File: src/design/ray_sphere_closest_hit_core_macros.svh
// Assertion macros for the ray/sphere closest-hit core.
// No dependencies; included by the files that carry assertions.
`ifndef RAY_SPHERE_CLOSEST_HIT_CORE_MACROS_SVH
`define RAY_SPHERE_CLOSEST_HIT_CORE_MACROS_SVH

// Same-cycle implication, disabled in reset.
`define RSCH_ASSERT_IMPL(lbl, clk, rstn, ante, cons, msg) \
    lbl: assert property (@(posedge clk) disable iff (!(rstn)) (ante) |-> (cons)) \
        else $error(msg);

// Next-cycle implication, disabled in reset.
`define RSCH_ASSERT_NEXT(lbl, clk, rstn, ante, cons, msg) \
    lbl: assert property (@(posedge clk) disable iff (!(rstn)) (ante) |=> (cons)) \
        else $error(msg);

`endif

File: src/design/rsch_pkg.sv
// Shared types, constants and helpers for the ray/sphere closest-hit core.
// No dependencies.
`timescale 1ns / 1ps

package rsch_pkg;

    localparam int DEF_NUM_SPHERES = 8;
    localparam int CFG_IDX_W       = 3;
    localparam int SPH_W           = 64;
    localparam int CRD_W           = 16;

    // shared multiplier
    localparam int MUL_W  = 34;
    localparam int PROD_W = 68;

    // shared divide / square-root unit
    localparam int DSU_NUM_W  = 64;
    localparam int DSU_DEN_W  = 32;
    localparam int DSU_Q_W    = 48;
    localparam int DSU_REM_W  = 36;
    localparam int DSU_CNT_W  = 6;
    localparam int SQRT_ITERS = 32;
    localparam int TDIV_ITERS = 42;
    localparam int NDIV_ITERS = 48;

    localparam int DIST_W    = 42;
    localparam int PW_W      = 34;
    localparam int T_MIN_Q88 = 2;

    localparam logic signed [PROD_W-1:0] PW_CLAMP_HI = 68'sh0_0000_0001_0000_0000;
    localparam logic signed [PROD_W-1:0] PW_CLAMP_LO = -PW_CLAMP_HI;

    typedef struct packed {
        logic                   start;
        logic                   sqrt_mode;
        logic [DSU_NUM_W-1:0]   num;
        logic [DSU_DEN_W-1:0]   den;
        logic [DSU_CNT_W-1:0]   iters;
    } dsu_req_t;

    typedef struct packed {
        logic                   done;
        logic [DSU_Q_W-1:0]     q;
    } dsu_rsp_t;

    typedef enum logic [12:0] {
        S_IDLE  = 13'b0_0000_0000_0001,
        S_RAYA  = 13'b0_0000_0000_0010,
        S_SPH   = 13'b0_0000_0000_0100,
        S_PROD  = 13'b0_0000_0000_1000,
        S_CHK   = 13'b0_0000_0001_0000,
        S_SQRT  = 13'b0_0000_0010_0000,
        S_ROOT  = 13'b0_0000_0100_0000,
        S_DIV   = 13'b0_0000_1000_0000,
        S_FIN   = 13'b0_0001_0000_0000,
        S_FMUL  = 13'b0_0010_0000_0000,
        S_FGO   = 13'b0_0100_0000_0000,
        S_FWAIT = 13'b0_1000_0000_0000,
        S_OUT   = 13'b1_0000_0000_0000
    } state_t;

    function automatic logic signed [CRD_W-1:0] sat16(input logic signed [49:0] v);
        logic signed [CRD_W-1:0] r;
        if (v > 50'sd32767) begin
            r = 16'sh7FFF;
        end else if (v < -50'sd32768) begin
            r = 16'sh8000;
        end else begin
            r = v[CRD_W-1:0];
        end
        return r;
    endfunction

endpackage

File: src/design/rsch_mul.sv
// Shared signed multiplier with a registered product.
// Depends on rsch_pkg.
`timescale 1ns / 1ps

module rsch_mul (
    input  logic                               aclk,
    input  logic signed [rsch_pkg::MUL_W-1:0]  a,
    input  logic signed [rsch_pkg::MUL_W-1:0]  b,
    output logic signed [rsch_pkg::PROD_W-1:0] p
);
    import rsch_pkg::*;

    logic signed [PROD_W-1:0] p_reg;
    logic signed [PROD_W-1:0] p_next;

    assign p_next = PROD_W'(a) * PROD_W'(b);

    always_ff @(posedge aclk) begin
        p_reg <= p_next;
    end

    assign p = p_reg;

endmodule

File: config.mk
export PLATFORM = sky130hd
export DESIGN_NAME = rsch_mul
export DESIGN_NICKNAME = d
export VERILOG_FILES = /design/src/design/ray_sphere_closest_hit_core_macros.svh /design/src/design/rsch_pkg.sv /design/src/design/rsch_mul.sv
export SDC_FILE = /design/constraint.sdc
export NUM_CORES = 2
export LEC_CHECK = 0
export CAP_MARGIN = 10
export CORE_AREA = 2 2 272 274
export DETAILED_ROUTE_END_ITERATION = 16
export DIE_AREA = 0 0 274 276
export DONT_BUFFER_PORTS = 1
export PLACE_DENSITY = 0.78
export SETUP_SLACK_MARGIN = 0.5
export SLEW_MARGIN = 40
export SYNTH_ARGS = -nofsm -noshare
export SYNTH_HDL_FRONTEND = slang
export SYNTH_SLANG_ARGS = --single-unit
File: constraint.sdc
create_clock -name aclk -period 7.55 [get_ports aclk]
set_clock_uncertainty 0.1 [all_clocks]
set_input_delay 0.755 -clock aclk [delete_from_list [all_inputs] [get_ports aclk]]
set_output_delay 0.755 -clock aclk [all_outputs]
set_load 0.05 [all_outputs]
==> metrics <==
outcome=complete, but fails checks; failing checks=setup timing; CTS Hold Bufs=0; CP required=7.75 ns; Wirelength per Cell=20.3 um; TritonCTS clock tree=yes; sequential area share after synthesis=3.15%; top cell type's share of synthesized area=between 50% and 60%; ratio of cells with drive above 1 in the final layout=a little under an eighth; endpoints failing setup=7; post-route ant nets=0; fraction of registers with async set/reset=0%; Area Overhead vs Synth=9.80%; first-pass GRT wire length=186000 um; post-route minimum period=7.76 ns; setup ws final=-0.206 ns; Site Rows=99; initial antenna violation count=0; Post-synth top flop=dfxtp_1; Via density=roughly 5.5; CTS max path bufs=2; clk slew on worst S/H paths=around 0.08 ns; Port Buffers=0; Setup crit start=b[10]; # diodes=0; CTS root buf=clkbuf_16; Tot GR Track Use=between 30% and 40%; hpwl dp=91100 um; routed vias=between 30000 and 40000; crit path to=p[65]; Initial Util=59.5%; placed inst area=45600 um^2; max_cap viols=0; 1st-iter DRT viols=1826; Sink Count=a little under 70; fin crit share=103%; CP startpoint kind=input port; nets@finish=around 6200; Yosys cell types=73; Die W=274 um; syn_area_per_cell=between 9 and 10 um^2; Max Fclk=129 MHz; drt drc=0; RSZ-0062 raised after global routing=yes; Initial DRT Pass Iterations=5; final instance area=approximately 47000 um^2; Die Ht=roughly 280 um; register bit total from synthesis=68; final design utilization=roughly two thirds; GPL Wtd Cong=0.922; number of flip-flops in the largest register=68; Crit Path Max Fanout=34; Synth area leaders=fa_1, inv_1, and2_1; Die Area=75600 um^2; DRT Wirelength=114000 um; Net Count, Synth=6092; Hold Fails Final Rpt=0; Worst-Margin Slew=0.640 ns; gr ovfl total=0; Register Area=1360 um^2; CP Capture Type=register; Layout fillers=5568; Multi-input gate area=37500 um^2; core area=around 73000 um^2; critical path data arrival time=7.96 ns; post-synth top area cell=fa_1; post-synthesis cell area=approximately 43000 um^2; synth warn=0; io pins=137; htree depth=3; largest net degree at the start of global routing=35; max-slew violation count=0; Post-Syn Instances=4578; vias in the first global route=35680; crit path kind=in2reg; Post-synth EDFFs=0; slew margin rel.=57.3%; CTS Buf Count=9; Hold/Removal Path Class=in2reg
==> through the flow <==
stage | hold WS (ns) | setup WS, ns | setup TNS, ns | instances
floorplan | 0.782 | -0.172 | -0.486 | 4578
global placement | 0.780 | -0.736 | -9.66 | 5548
detailed placement | 0.789 | -0.796 | -10.47 | 5548
CTS | 0.373 | -0.100 | -0.329 | 5579
global route | 0.382 | -0.383 | -3.23 | 5604
finish | 0.377 | -0.206 | -0.913 | 5604
==> layer usage <==
metal | vias to the layer above | global-route usage (%) | wire (um)
met5 | - | 0 | 0
met4 | 0 | 18.0 | 7370
met3 | 344 | 4.17 | 7180
met2 | 1330 | 54.5 | 58500
met1 | 16346 | 39.0 | 40600
li1 | 13007 | - | -
==> kinds of logic after synthesis <==
group,share of synthesized area (%)
buffers and inverters,12.9
AOI/OAI and AO/OA,3.41
adders and majority gates,63.5
xor gates and xnor gates,1.56
DFF,3.15
and+or+nand+nor,15.5
==> area by class of cell <==
| cell class | count | area share (%) |
|---|---|---|
| Sequential cell | 68 | 2.87 |
| Multi-Input combinational cell | 3043 | 79.2 |
| Inverter | 1236 | 9.79 |
| Clock buffer | 10 | 0.504 |
| Timing Repair Buffer | 282 | 4.91 |
| Clock inverter | 6 | 0.185 |
| Tap cell | 959 | 2.53 |
==> cell usage in the layout, fill, tap and decap left out, types with 38 or more instances in the layout <==
cell     count
buf_4      236
nand2_1    534
inv_1     1194
xnor2_1     48
fa_1      1203
buf_6       41
inv_2       40
dfxtp_1     68
ha_1       178
and2_1     605
nor2_1      48
fa_2        38
==> worst min path at each step <==
stage | from | end | depth (start not counted)
after global placement | b[0] | p[0] | 1
after floorplan | a[0] | p[0] | 1
after global routing | b[0] | p[0] | 1
after CTS | b[0] | p[0] | 1
after detailed placement | b[0] | p[0] | 1
final | b[0] | p[0] | 1
==> repair_timing <==
action / in CTS / in global routing
endpoints found under the setup margin: 32 / 35
pin swaps: 101 / 124
endpoints found under the hold margin: 0 / 0
buffers inserted: 15 / 25
gates resized for setup: 150 / 106
==> synth_stat cells (4+ instances only) <==
master       n
a211oi_1     7
a21o_1      37
a21oi_1     54
a21oi_2      4
a31oi_1      7
and2_1     625
and3_1       9
buf_2        7
buf_6        5
clkbuf_1   216
dfxtp_1     68
fa_1      1241
ha_1       204
inv_1     1235
nand2_1    550
nand2b_1    14
nand3_1      8
nand4_1     14
nor2_1      53
nor2b_1      7
nor3_1      10
nor4_1       4
o211ai_1     8
o21a_1       6
o21ai_0     27
o21ai_1      7
o21ai_2      4
o21bai_1    13
xnor2_1     57
xor2_1      20
==> worst max-delay path: stages <==
cell	delay (ns)
and2_1	0.17
fa_1	0.52
fa_1	0.55
inv_1	0.06
fa_1	0.54
inv_1	0.06
fa_1	0.48
fa_1	0.58
fa_1	0.43
fa_1	0.52
inv_1	0.09
fa_1	0.53
inv_2	0.06
ha_4	0.25
buf_4	0.14
nand2_1	0.12
o21a_1	0.25
o211ai_1	0.10
buf_4	0.16
a21oi_2	0.18
nor3_1	0.11
o41a_1	0.44
buf_12	0.17
nor2_4	0.12
nor3_2	0.07
a2111oi_4	0.29
xnor2_1	0.18
Power is left out: the tool's default activity adds up to more than one toggle a clock period on the data nets, which glitch-free logic cannot reach.
