`src/design/ray_sphere_closest_hit_core_macros.svh`:
```
// Assertion macros for the ray/sphere closest-hit core.
// No dependencies; included by the files that carry assertions.
`ifndef RAY_SPHERE_CLOSEST_HIT_CORE_MACROS_SVH
`define RAY_SPHERE_CLOSEST_HIT_CORE_MACROS_SVH

// Same-cycle implication, disabled in reset.
`define RSCH_ASSERT_IMPL(lbl, clk, rstn, ante, cons, msg) \
    lbl: assert property (@(posedge clk) disable iff (!(rstn)) (ante) |-> (cons)) \
        else $error(msg);

// Next-cycle implication, disabled in reset.
`define RSCH_ASSERT_NEXT(lbl, clk, rstn, ante, cons, msg) \
    lbl: assert property (@(posedge clk) disable iff (!(rstn)) (ante) |=> (cons)) \
        else $error(msg);

`endif

```
`src/design/rsch_pkg.sv`:
```
// Shared types, constants and helpers for the ray/sphere closest-hit core.
// No dependencies.
`timescale 1ns / 1ps

package rsch_pkg;

    localparam int DEF_NUM_SPHERES = 8;
    localparam int CFG_IDX_W       = 3;
    localparam int SPH_W           = 64;
    localparam int CRD_W           = 16;

    // shared multiplier
    localparam int MUL_W  = 34;
    localparam int PROD_W = 68;

    // shared divide / square-root unit
    localparam int DSU_NUM_W  = 64;
    localparam int DSU_DEN_W  = 32;
    localparam int DSU_Q_W    = 48;
    localparam int DSU_REM_W  = 36;
    localparam int DSU_CNT_W  = 6;
    localparam int SQRT_ITERS = 32;
    localparam int TDIV_ITERS = 42;
    localparam int NDIV_ITERS = 48;

    localparam int DIST_W    = 42;
    localparam int PW_W      = 34;
    localparam int T_MIN_Q88 = 2;

    localparam logic signed [PROD_W-1:0] PW_CLAMP_HI = 68'sh0_0000_0001_0000_0000;
    localparam logic signed [PROD_W-1:0] PW_CLAMP_LO = -PW_CLAMP_HI;

    typedef struct packed {
        logic                   start;
        logic                   sqrt_mode;
        logic [DSU_NUM_W-1:0]   num;
        logic [DSU_DEN_W-1:0]   den;
        logic [DSU_CNT_W-1:0]   iters;
    } dsu_req_t;

    typedef struct packed {
        logic                   done;
        logic [DSU_Q_W-1:0]     q;
    } dsu_rsp_t;

    typedef enum logic [12:0] {
        S_IDLE  = 13'b0_0000_0000_0001,
        S_RAYA  = 13'b0_0000_0000_0010,
        S_SPH   = 13'b0_0000_0000_0100,
        S_PROD  = 13'b0_0000_0000_1000,
        S_CHK   = 13'b0_0000_0001_0000,
        S_SQRT  = 13'b0_0000_0010_0000,
        S_ROOT  = 13'b0_0000_0100_0000,
        S_DIV   = 13'b0_0000_1000_0000,
        S_FIN   = 13'b0_0001_0000_0000,
        S_FMUL  = 13'b0_0010_0000_0000,
        S_FGO   = 13'b0_0100_0000_0000,
        S_FWAIT = 13'b0_1000_0000_0000,
        S_OUT   = 13'b1_0000_0000_0000
    } state_t;

    function automatic logic signed [CRD_W-1:0] sat16(input logic signed [49:0] v);
        logic signed [CRD_W-1:0] r;
        if (v > 50'sd32767) begin
            r = 16'sh7FFF;
        end else if (v < -50'sd32768) begin
            r = 16'sh8000;
        end else begin
            r = v[CRD_W-1:0];
        end
        return r;
    endfunction

endpackage

```
`src/design/rsch_divsqrt.sv`:
```
// Shared iterative unit: restoring unsigned divide (one quotient bit per cycle)
// and restoring integer square root (one root bit per cycle). Depends on rsch_pkg.
`timescale 1ns / 1ps

module rsch_divsqrt (
    input  logic               aclk,
    input  logic               aresetn,
    input  rsch_pkg::dsu_req_t req,
    output rsch_pkg::dsu_rsp_t rsp
);
    import rsch_pkg::*;

    logic                  run_reg, run_next;
    logic                  done_reg, done_next;
    logic [DSU_CNT_W-1:0]  cnt_reg, cnt_next;
    logic                  mode_reg, mode_next;
    logic [DSU_DEN_W-1:0]  den_reg, den_next;
    logic [DSU_NUM_W-1:0]  sh_reg, sh_next;
    logic [DSU_REM_W-1:0]  rem_reg, rem_next;
    logic [DSU_Q_W-1:0]    q_reg, q_next;

    logic [DSU_REM_W-1:0]  cand;
    logic [DSU_REM_W-1:0]  sub;
    logic [DSU_REM_W:0]    diff;
    logic                  ge;

    // one subtractor serves both modes
    always_comb begin
        if (mode_reg) begin
            cand = {rem_reg[DSU_REM_W-3:0], sh_reg[DSU_NUM_W-1 -: 2]};
            sub  = {q_reg[DSU_REM_W-3:0], 2'b01};
        end else begin
            cand = {rem_reg[DSU_REM_W-2:0], sh_reg[DSU_NUM_W-1]};
            sub  = DSU_REM_W'(den_reg);
        end
        diff = {1'b0, cand} - {1'b0, sub};
        ge   = ~diff[DSU_REM_W];
    end

    always_comb begin
        run_next  = run_reg;
        done_next = 1'b0;
        cnt_next  = cnt_reg;
        mode_next = mode_reg;
        den_next  = den_reg;
        sh_next   = sh_reg;
        rem_next  = rem_reg;
        q_next    = q_reg;
        if (req.start) begin
            run_next  = 1'b1;
            cnt_next  = req.iters;
            mode_next = req.sqrt_mode;
            den_next  = req.den;
            sh_next   = req.num;
            rem_next  = '0;
            q_next    = '0;
        end else if (run_reg) begin
            sh_next  = mode_reg ? (sh_reg << 2) : (sh_reg << 1);
            rem_next = ge ? diff[DSU_REM_W-1:0] : cand;
            q_next   = {q_reg[DSU_Q_W-2:0], ge};
            cnt_next = cnt_reg - 1'b1;
            if (cnt_reg == DSU_CNT_W'(1)) begin
                run_next  = 1'b0;
                done_next = 1'b1;
            end
        end
    end

    always_ff @(posedge aclk) begin
        if (!aresetn) begin
            run_reg  <= 1'b0;
            done_reg <= 1'b0;
            cnt_reg  <= '0;
        end else begin
            run_reg  <= run_next;
            done_reg <= done_next;
            cnt_reg  <= cnt_next;
        end
    end

    always_ff @(posedge aclk) begin
        mode_reg <= mode_next;
        den_reg  <= den_next;
        sh_reg   <= sh_next;
        rem_reg  <= rem_next;
        q_reg    <= q_next;
    end

    assign rsp.done = done_reg;
    assign rsp.q    = q_reg;

endmodule

```
`config.mk`:
```
export PLATFORM = sky130hd
export DESIGN_NAME = rsch_divsqrt
export DESIGN_NICKNAME = d
export VERILOG_FILES = /design/src/design/ray_sphere_closest_hit_core_macros.svh /design/src/design/rsch_pkg.sv /design/src/design/rsch_divsqrt.sv
export SDC_FILE = /design/constraint.sdc
export NUM_CORES = 1
export LEC_CHECK = 0
export BUFFER_PORTS_ARGS = -buffer_cell sky130_fd_sc_hd__buf_2
export CAP_MARGIN = 0
export CELL_PAD_IN_SITES_DETAIL_PLACEMENT = 1
export CELL_PAD_IN_SITES_GLOBAL_PLACEMENT = 1
export CORE_MARGIN = 10
export CORE_UTILIZATION = 41
export CTS_CLUSTER_DIAMETER = 60
export DETAILED_ROUTE_END_ITERATION = 6
export PLACE_DENSITY_LB_ADDON = 0.1
export SLEW_MARGIN = 25
export SYNTH_ARGS = -nofsm -noshare
export SYNTH_HDL_FRONTEND = slang
export SYNTH_SLANG_ARGS = --single-unit
```
`constraint.sdc`:
```
create_clock -name aclk -period 4.06 [get_ports aclk]
set_input_delay 0.203 -clock aclk [delete_from_list [all_inputs] [get_ports aclk]]
set_output_delay 0.203 -clock aclk [all_outputs]
set_load 0.005 [all_outputs]
```
==> results.md, run 1 <==
- The most common flop cell mapped by yosys is edfxtp_1.
- 155 I/O pins were placed.
- The endpoint arrival time on the critical path is 4.01 ns.
- Once layout is complete, the cells apart from fillers number 1,584.
- The number of buffers added by the clock tree synthesis step is 17.
- The half-perimeter wire length after detailed placement is 20.2 mm.
- The congestion estimate from routability-driven global placement came to 0.828.
- The area added between synthesis and finish is 19.1%.
- Counting flops with a built-in enable in the synthesized netlist gives 97.
- The antenna violation net count after detailed routing is 0.
- After detailed routing, the number of remaining DRC violations is 0.
- During synthesis, Yosys emitted a total of 0 warnings.
- The sum of negative setup slack is 0 ns.
- The TritonCTS sink count is 188.
- The portion of synthesized cell area occupied by the leading cell type is 27.3%.
- The DRC marker count from the first detailed-route iteration is 485.
- The required time at the endpoint of the critical path is 4.36 ns.
- The maximum number of pins on one net before global-route repair is 81.
- The clock passes through at most 2 buffers.
- The path class of the tightest hold or removal check is input pin to register.
- Setup repair after global routing left no endpoint under its margin.
- The fmax is 0.269 GHz.
- The part of the cycle the worst path needs is 91.5%.
- The max-slew violation count is 0.
- The worst register-to-register path ends at rem_reg[1].
- In this run the number of H-tree levels came out at 4.
- The post-route netlist has 20.9% of its cells at a drive strength greater than 1.
- In this run the mean area of a mapped cell was 9.85 sq um.
- The number of global-route vias before repair came to 9,174.
- The repair_antennas step left the layout with diodes totalling 0.
- The worst IR drop on VDD is 0.000224 V.
- The critical-path cell with the highest stage delay is edfxtp_1.
- The global-route total usage across every layer is 17.1%.
- The synthesized design contains 188 register bits.
- The launch instance of the worst min-delay path is req[1].
- Clock skew on the completed layout was measured at 0.0133 ns.
- The tool flagged a number of max-cap violations equal to 0.
- The detailed-route wire length is 28.5 mm.
- The kind of launch point of the worst setup path is a register.
- The transition at the pin with the smallest max-transition slack is 1.03 ns.
- The sequential area share after synthesis is 44.5%.
- The ratio of total power to cell area is 487 mW/mm^2.
- The worst hold path endpoint is cnt_reg[1].
- The number of endpoints failing setup at the final stage is 0.
- The average vias per placed instance is 5.40.
- The largest single stage delay on the critical path is 0.53 ns.
- The worst setup path is of the register to register kind.
- The first global-routing pass estimated 47.4 mm of wire.
- The later-pin clock latency in the skew report is 0.43 ns.
- The worst setup path is captured at a register.
- The remaining global-route overflow is 0.
- The initial utilization of the core area, before any placement, comes to 41.9%.
- The area inside the core boundary is 0.0254 sq mm.
- The count of input and output buffers is 154.
- The share of synthesized flip-flops with an asynchronous set or reset is 0%.
- The total die area is 0.0328 sq mm.
- Walking the worst path, the cells encountered are buf_12 > buf_4 > mux2i_1 > ha_1 > a2111oi_4 > o21ai_2 > a211oi_2 > nor3_2 > o22ai_2 > buf_4 > mux2_1 > mux2i_1 > nor2_1.
- Counting cells, the worst reg-to-reg path comes to 13.
- The worst slew slack as a fraction of its limit is 31.6%.
- Subtracting the final worst setup slack from the clock period gives 3.71 ns.
- The worst hold path depth is 3.
- The most area-hungry cell type in the Yosys netlist is edfxtp_1.
- The number of flip-flops in the largest register is 64.
- The initialized floorplan defines 58 standard-cell rows.
- The register-to-register setup slack is 0.35 ns.
- The largest driver fanout on the critical path is 34.
- The height of the chip is 181 um.
- The post-synthesis cell type count is 73.
- In the final routed layout, each cell accounts on average for 18.0 um.
- The root buffer selected by CTS is clkbuf_16.
- The hold violation total from the final report is 0.
- When the netlist entered floorplanning its net count stood at 1,226.
- In this run the static leakage power is 5.42 nW.
- Summing every instance area after synthesis gives 0.0107 sq mm.
- The die outline width is 181 um.
- The via total after detailed routing is 8,558.
- The startpoint identified for the worst register-to-register timing path is mode_reg.
- The count of TritonRoute iterations in the first routing pass is 6.
- At the end of the flow, the number of nets in the layout was 1,386.
- After synthesis, the cell types taking the most area are edfxtp_1 27%, dfxtp_1 17%, mux2i_1 14%, nand2_1 5.0%, ha_1 4.5%.
- The synthesized instance count is 1,081.
- The initial antenna violation count came to 0.
- Clock-pin slew was measured on the worst setup and hold paths at 0.07 ns.
- The number of cells in the design after placement is 1,519.
- TritonCTS built the clock tree.
- The flow ran to the end, and the final reports show no timing, DRC or antenna violations.
## per-stage QoR
stage | setup WS, ns | utilization, % | hold WS, ns | cell area (sq um) | power (mW)
final | 0.347 | 49.9 | 0.0412 | 12700 | 6.18
after global routing | 0.0894 | 49.9 | 0.0478 | 12700 | 6.59
after CTS | 0.184 | 49.9 | 0.0173 | 12700 | 6.24
after detailed placement | 0.258 | 46.2 | 0.381 | 11700 | 4.47
after global placement | 0.317 | 46.2 | 0.379 | 11700 | 4.44
after floorplan | 0.106 | - | 0.302 | 10700 | 3.90
## cells in the final DEF, fill, tap and decap left out, types with 7 or more instances in the layout
master,count
buf_2,153
clkbuf_16,17
a211oi_1,14
nor2b_1,7
a21oi_1,44
nor3_1,12
inv_1,13
mux2i_1,145
buf_4,20
o21ai_0,88
nand3_1,13
nor2_1,108
edfxtp_1,97
xnor2_1,15
a21o_1,12
a311oi_1,14
xor2_1,7
ha_1,38
o21ai_1,8
dlygate4sd3_1,33
mux2_2,35
nand2_1,140
and2_1,9
dfxtp_1,90
## critical path, delay by kind of cell (launching register included)
kind | cells | cell delay, ns
compound gates | 4 | 1.03
buf+inv | 3 | 0.79
mux | 3 | 0.70
flops | 1 | 0.53
fa+ha+maj | 1 | 0.35
simple gates | 2 | 0.16
## power breakdown
group          switching [mW]  internal [mW]
clock network           0.824          0.886
logic                    1.28          0.900
registers               0.102           2.19
total                    2.20           3.98
## routing by layer
layer / vias to the layer above / routed length, um / GRT usage, %
met3: 18 / 957 / 3.22
met2: 137 / 13800 / 29.3
met5: - / 0 / 0
li1: 4272 / - / -
met4: 0 / 257 / 3.84
met1: 4131 / 13400 / 21.7
## synthesized netlist by cell type (3+ instances only)
master    number
nor2_1       108
and3_1         3
nor4_1         3
dfxtp_1       91
nor2b_1        7
xor2_1         7
ha_1          38
inv_1         13
a21o_1        12
or3_1          3
a311oi_1      14
nand4_1        6
o21a_1         5
and2_1         9
edfxtp_1      97
o211ai_1       6
o21ai_0       88
mux2i_1      145
nor3b_1        3
clkbuf_1      37
a22o_1         3
a31oi_1        5
a211oi_1      15
buf_4          3
buf_2         15
a21oi_2        5
a221oi_1       5
nand2_1      141
mux2_2        35
nand3_1       13
a21oi_1       44
xnor2_1       15
a21boi_0       4
nor3_1        13
buf_1         11
o21ai_1        8
o21bai_1       4
## cells by family (layout without fill, tap and decap cells)
group | Yosys count | in the layout | share of synthesized area (%)
adder cells (fa/ha/maj) | 39 | 39 | 4.65
buffers and inverters | 81 | 254 | 3.22
AO/OA/AOI/OAI | 250 | 250 | 15.5
AND/OR/NAND/NOR | 320 | 320 | 12.9
XOR/XNOR | 22 | 22 | 1.81
flip-flops | 188 | 188 | 44.5
multiplexers | 181 | 181 | 17.4
## worst max-delay path by stage
stage / start / to / slack, ns / depth (start not counted)
finish: mode_reg / rem_reg[1] / 0.35 / 13
global route: mode_reg / rem_reg[1] / 0.09 / 13
CTS: mode_reg / rem_reg[24] / 0.18 / 13
detailed placement: mode_reg / rem_reg[24] / 0.26 / 13
global placement: mode_reg / rem_reg[24] / 0.32 / 13
floorplan: mode_reg / rem_reg[1] / 0.11 / 17
## area by class of cell
class,count,area [sq um]
Tap cell,330,413
Multi-Input combinational cell,812,5590
Clock inverter,14,169
Clock buffer,18,429
Timing Repair Buffer,209,1300
Fill cell,2946,12700
Inverter,13,48.8
Sequential cell,188,4740
## repair_timing
action,CTS,global route
hold buffers,33,0
setup buffers,0,0
hold endpoints to repair,33,0
endpoints found under the setup margin,0,5
resized for setup,0,2
Note: power is estimated with default switching activity, not from simulation.
==> inputs of run 2 (changes only) <==
HOLD_SLACK_MARGIN = 0.12   (was default)
==> run 2 against run 1 <==
Against the previous run: fmax fell by 0.36%; sequential power barely moved; hold slack improved by 0.16 ns; critical path type unchanged; largest power group unchanged.
==> results.md, run 2 (synthesis gave the netlist of run 1 again) <==
- The detailed router placed 8,853 vias in this run.
- During placement, the flow inserted port buffers numbering 154.
- The library cell used most frequently in the layout, excluding fill and tap cells, is buf_2.
- The largest driver fanout on the critical path is 34.
- The part of the cycle the worst path needs is 91.8%.
- Once the floorplan was initialized, standard cells occupied 41.9% of the core.
- The TritonCTS clock tree is built.
- CTS placed an instance of clkbuf_16 at the clock tree root.
- In this run the vertical extent of the chip is 181 um.
- The number of global-route vias before repair is 9,684.
- The DRC marker count from the first detailed-route iteration is 443.
- The remaining global-route overflow is 0.
- Counting instances, the worst hold path has a depth of 2.
- The buffer count from post-CTS setup fixing is 0.
- Clock tree synthesis inserted a total of 17 buffers.
- The reported max-cap violation count is 0.
- The antenna violation net count after detailed routing is 0.
- The register with the most flip-flops in the layout has 64 of them.
- The tightest min-delay check is of the input pin to register type.
- The transition at the pin with the smallest max-transition slack is 1.03 ns.
- The maximum level of the CTS H-tree is 4.
- The worst-case clock buffer depth is 2.
- The top cell types in the final layout, fill and taps aside, are 153 x buf_2, 145 x mux2i_1, 140 x nand2_1.
- From synthesis to final layout, the design area changed by 25.8%.
- The detailed-route wire length is 30.0 mm.
- After clock tree synthesis, the clock-pin slew on the worst setup and hold paths is 0.08 ns.
- The maximum number of pins on one net before global-route repair is 81.
- The kind of end point of the critical path is a register.
- The clock arrives with 0.0127 ns of skew.
- The sum of negative setup slack is 0 ns.
- The count of unresolved DRC violations after routing is 0.
- The initial antenna violation count is 0.
- The type of the setup path with the least slack is register to register.
- The first detailed-routing pass took 6 iterations.
- The required time at the endpoint of the critical path is 4.36 ns.
- The number of endpoints failing setup at the final stage is 0.
- The region available for standard cell placement spans 0.0254 sq mm.
- The ratio of total power to cell area is 466 mW/mm^2.
- The first-pass GRT wire length is 50.2 mm.
- The worst register-to-register path has a depth of 13.
- Setup repair after global routing left no endpoint under its margin.
- The final layout net count is 1,457.
- The setup slack at placement is 0.258 ns.
- The weighted congestion at the end of routability-driven global placement is 0.828.
- The ratio of cells with drive above 1 in the final layout is 19.8%.
- The top-level I/O count is 155.
- The half-perimeter wire length after detailed placement is 20.2 mm.
- The worst slew slack as a fraction of its limit is 31.2%.
- The leakage power figure is 5.71 nW.
- The max-slew violation count is 0.
- The hold violation total from the final report came to 0.
- The worst-case setup margin in the final layout is 0.333 ns.
- The clock net in this run drives a total of 188 sinks.
- Dividing the detail-routed wire length by the instance count gives 18.1 um.
- Based on the critical path, the design can be clocked at up to 0.268 GHz.
- The floorplan has 58 rows.
- The later-pin clock latency in the skew report is 0.43 ns.
- The routed design could run at a clock period as short as 3.73 ns.
- STA classifies the critical path startpoint as a register.
- The endpoint arrival time on the critical path is 4.02 ns.
- The final worst hold slack is 0.198 ns.
- 0 antenna diodes ended up in the layout.
- Across every metal layer, demand over resource in global routing totals 18.0%.
- IR analysis of the VDD net gives a maximum drop of 0.000224 V.
- The die outline width is 181 um.
- The flow ran to the end, and the final reports show no timing, DRC or antenna violations.
- In the routed layout, each cell is associated on average with a via count of 5.35.
- The die covers 0.0328 sq mm.
-- run 2: cell count changes in the layout (fill, tap and decap cells not counted) --
cell	before	now
dlygate4sd3_1	33	104
-- run 2: layer usage --
layer  up-vias  part of all wire (%)  GRT usage (%)
met5         -                     0              0
met4         0                  0.88           3.94
met3        20                   3.2           3.24
met2       135                    49           32.0
met1      4282                    46           22.3
li1       4416                     -              -
-- run 2: timing repair --
action,in CTS,in global routing
hold buffers,104,0
gates resized for setup,0,2
setup endpoints to repair,0,5
hold endpoints to repair,104,0
-- run 2: critical path, stage by stage, from the launching register on --
cell       delay [ns]
edfxtp_1         0.54
buf_12           0.26
buf_4            0.25
mux2i_1          0.23
ha_1             0.35
a2111oi_4        0.35
o21ai_2          0.17
a211oi_2         0.38
nor3_2           0.11
o22ai_2          0.15
buf_4            0.28
mux2_1           0.34
mux2i_1          0.13
nor2_1           0.05
-- run 2: power breakdown --
part	switching, mW	internal [mW]
registers	0.104	2.19
clock network	0.830	0.886
logic	1.29	0.945
-- run 2: worst paths after layout --
path	start	end	slack (ns)
setup / recovery	mode_reg	rem_reg[1]	0.33
hold reg to reg	rem_reg[17]	rem_reg[17]	0.48
hold / removal	req[103]	q_reg[23]	0.20
setup reg to reg	mode_reg	rem_reg[1]	0.33
-- run 2: area by class of cell --
type / count / area (sq um)
Sequential cell: 188 / 4740
Tap cell: 330 / 413
Timing Repair Buffer: 280 / 2010
Clock buffer: 18 / 429
Clock inverter: 14 / 169
Fill cell: 2903 / 12000
Inverter: 13 / 48.8
Multi-Input combinational cell: 812 / 5590
-- run 2: per-stage QoR --
step | area, sq um | util (%) | std cells | power [mW]
floorplan | 10700 | - | 1081 | 3.90
global placement | 11700 | 46.2 | 1519 | 4.44
detailed placement | 11700 | 46.2 | 1519 | 4.47
CTS | 13400 | 52.7 | 1655 | 6.30
global route | 13400 | 52.7 | 1655 | 6.66
finish | 13400 | 52.7 | 1655 | 6.25
==> inputs of run 3 (changes only) <==
CORE_UTILIZATION = 50   (was 41)
CTS_BUF_LIST = sky130_fd_sc_hd__clkbuf_8   (was default)
SLEW_MARGIN = 20   (was 25)
clock period = 4.4 ns   (was 4.06 ns; I/O delays follow)
==> run 3 against run 2 <==
Against the previous run: fmax down 6.4%; setup slack better by 0.084 ns; sequential cell count unchanged; power down 15%; sequential share of layout area up 0.93 points; first-iteration DRC count up 33%; die area down 16%; core utilization up 9.4 points; global-route usage up 5.0 points; largest power group unchanged; non-clock buffer count down 7; sequential power down 7%.
==> results.md, run 3 (synthesis gave the netlist of run 1 again) <==
- Setup violations remaining at the end of the flow were counted as 0.
- The hold violation total from the final report is 0.
- The die outline width is 166 um.
- The tree is rooted in a clkbuf_8.
- Counting instances, the worst hold path has a depth of 2.
- In the layout the commonest cells are 153 x buf_2, 145 x mux2i_1, 140 x nand2_1.
- The detailed-route wire length is 32.4 mm.
- The layer flagged by global routing as most heavily used is met2.
- Once the floorplan was initialized, standard cells occupied 50.7% of the core.
- The register with the most flip-flops in the layout has 64 of them.
- CTS built an H-tree with a depth of 4.
- The area added between synthesis and finish is 22.6%.
- Cell internal power was estimated by the tool at 3.28 mW.
- The leakage power figure is 5.57 nW.
- The reg-to-reg critical path startpoint is mode_reg.
- In this run the post-CTS setup repair buffer count came out at 0.
- The worst register-to-register path ends at rem_reg[24].
- No sink is reached through more buffers than the 2 on the longest clock path.
- The TritonCTS clock tree is built.
- The clock-pin slew reported for the worst setup and hold paths after clock tree synthesis is 0.10 ns.
- The kind of end point of the critical path is a register.
- The register-to-register setup slack is 0.42 ns.
- The share of total power dissipated in combinational logic is 38.5%.
- On the final layout, the worst hold slack is 0.139 ns.
- The termination of the worst setup path is rem_reg[24].
- The number of global-route vias before repair is 9,793.
- For this run, design rule violations remaining after detail routing come to 0.
- Cells with a size suffix above 1 make up 19.1% of the layout.
- The fmax is 0.251 GHz.
- The endpoint arrival time on the critical path is 4.32 ns.
- The met2 track demand over resource is 42.1%.
- During placement, the flow inserted port buffers numbering 154.
- The required time at the endpoint of the critical path is 4.74 ns.
- The half-perimeter wire length after detailed placement is 20.2 mm.
- The min-delay analysis places its worst path in the category input pin to register.
- After floorplanning, the core was divided into 53 placement rows.
- Summed over all failing endpoints, the final setup total negative slack is 0 ns.
- The max-slew violation count is 0.
- Summed over all nets, the switching power comes to 2.02 mW.
- Of the available clock period, the critical path in the final layout requires 90.5%.
- The via total after detailed routing is 9,132.
- The count of hold buffers inserted by post-cts repair is 105.
- Leaving out fill and tap cells, the most frequent cell in the layout is buf_2.
- The met1 demand-to-capacity share in global routing is 27.2%.
- The fill cell total of the finished layout is 2,324.
- The final layout net count is 1,450.
- The top-level I/O count is 155.
- The shortest clock period the worst path allows after layout is 3.98 ns.
- The TritonCTS sink count is 188.
- The origin of the worst setup path is mode_reg.
- The critical path is of the register to register type.
- The ratio of total power to cell area is 406 mW/mm^2.
- The first-pass GRT wire length is 52.8 mm.
- The global-route total usage across every layer is 23.0%.
- The height of the chip is 166 um.
- Across the run, the number of max-cap violations was 0.
- The run finished with clean final reports.
- Across the routed clock network, the largest skew measured is 0.0265 ns.
- The initial antenna violation count is 0.
- The area inside the core boundary is 0.0210 sq mm.
- For this block, the initial DRC count from the detailed router was 589.
- The fraction of power spent switching nets is 38.2%.
- The kind of launch point of the worst setup path is a register.
- For the worst flop-to-flop path, the logic depth is 12.
- The average vias per placed instance is 5.73.
- Setup repair after global routing left no endpoint under its margin.
- The remaining global-route overflow is 0.
- The weighted congestion at the end of routability-driven global placement is 0.884.
- In this run, CTS created clock tree buffers numbering 17.
- Entering global routing, the biggest net connects 194 pins.
- After detailed routing, the average wire length per cell comes to 20.3 um.
- The largest driver fanout on the critical path is 29.
- The number of gates resized after CTS was 0.
- The count of nets left with antenna violations once routing finished came out at 0.
- Clock latency on the worst-skew pair, taken at its later pin, is 0.49 ns.
- For this run, global-route usage on met3 was measured as 4.54%.
- The end-of-flow core utilization is 62.1%.
- The power share of the sequential group is 40.2%.
- At the pin with the least slew margin, the transition time is 1.04 ns.
- The die covers 0.0275 sq mm.
- The antenna cell count is 0.
- Headroom to the max-slew limit came out at 30.4%.
- The clock share of power is 21.3%.
- VDD sags by at most 0.000218 V.
- The first TritonRoute pass finished after 5 iterations.
## run 3: how the worst min path moves through the flow
stage,slack [ns],to,start
final,0.14,q_reg[21],req[103]
after global placement,0.40,den_reg[18],req[24]
after floorplan,0.32,den_reg[0],req[6]
after CTS,0.14,q_reg[21],req[103]
after global routing,0.15,q_reg[19],req[103]
after detailed placement,0.40,den_reg[9],req[15]
## run 3: critical path, cell delays in order (launching register included)
cell and delay [ns]:
edfxtp_1 0.69, buf_12 0.28, mux2_2 0.37, ha_1 0.39
a211oi_1 0.38, o211ai_1 0.15, a22o_1 0.26, a22o_1 0.21
o22a_1 0.31, buf_4 0.28, o2111a_1 0.16, a221oi_1 0.22
a211oi_1 0.11
## run 3: final cells by class
cell class	instances	area (sq um)	share of cell area (%)
flip-flops and latches	188	4740	36.3
multi-input cells	812	5580	42.7
clock buffers	17	234	1.79
inverters	13	48.8	0.374
clock inverters	15	141	1.08
repair buffers	273	1970	15.1
well taps	275	344	2.64
## run 3: per-stage QoR
step / setup WS (ns) / power (mW) / cells / instance area [sq um]
floorplan: 0.159 / 3.60 / 1081 / 10700
global placement: 0.566 / 4.04 / 1456 / 11600
detailed placement: 0.476 / 4.08 / 1456 / 11600
CTS: 0.423 / 5.29 / 1593 / 13100
global route: 0.124 / 5.64 / 1593 / 13100
finish: 0.418 / 5.30 / 1593 / 13100
## run 3: power by group through the flow
stage	Sequential, mW	Combinational [mW]	Clock (mW)
floorplan	2.12	1.47	0
global placement	2.15	1.89	0
detailed placement	2.16	1.92	0
CTS	2.12	2.01	1.16
global route	2.15	2.26	1.23
finish	2.13	2.04	1.13
## run 3: per-layer routing
| metal | up-vias | routed length, um |
|---|---|---|
| li1 | 4398 | - |
| met1 | 4523 | 13700 |
| met2 | 178 | 17000 |
| met3 | 33 | 1230 |
| met4 | 0 | 416 |
| met5 | - | 0 |
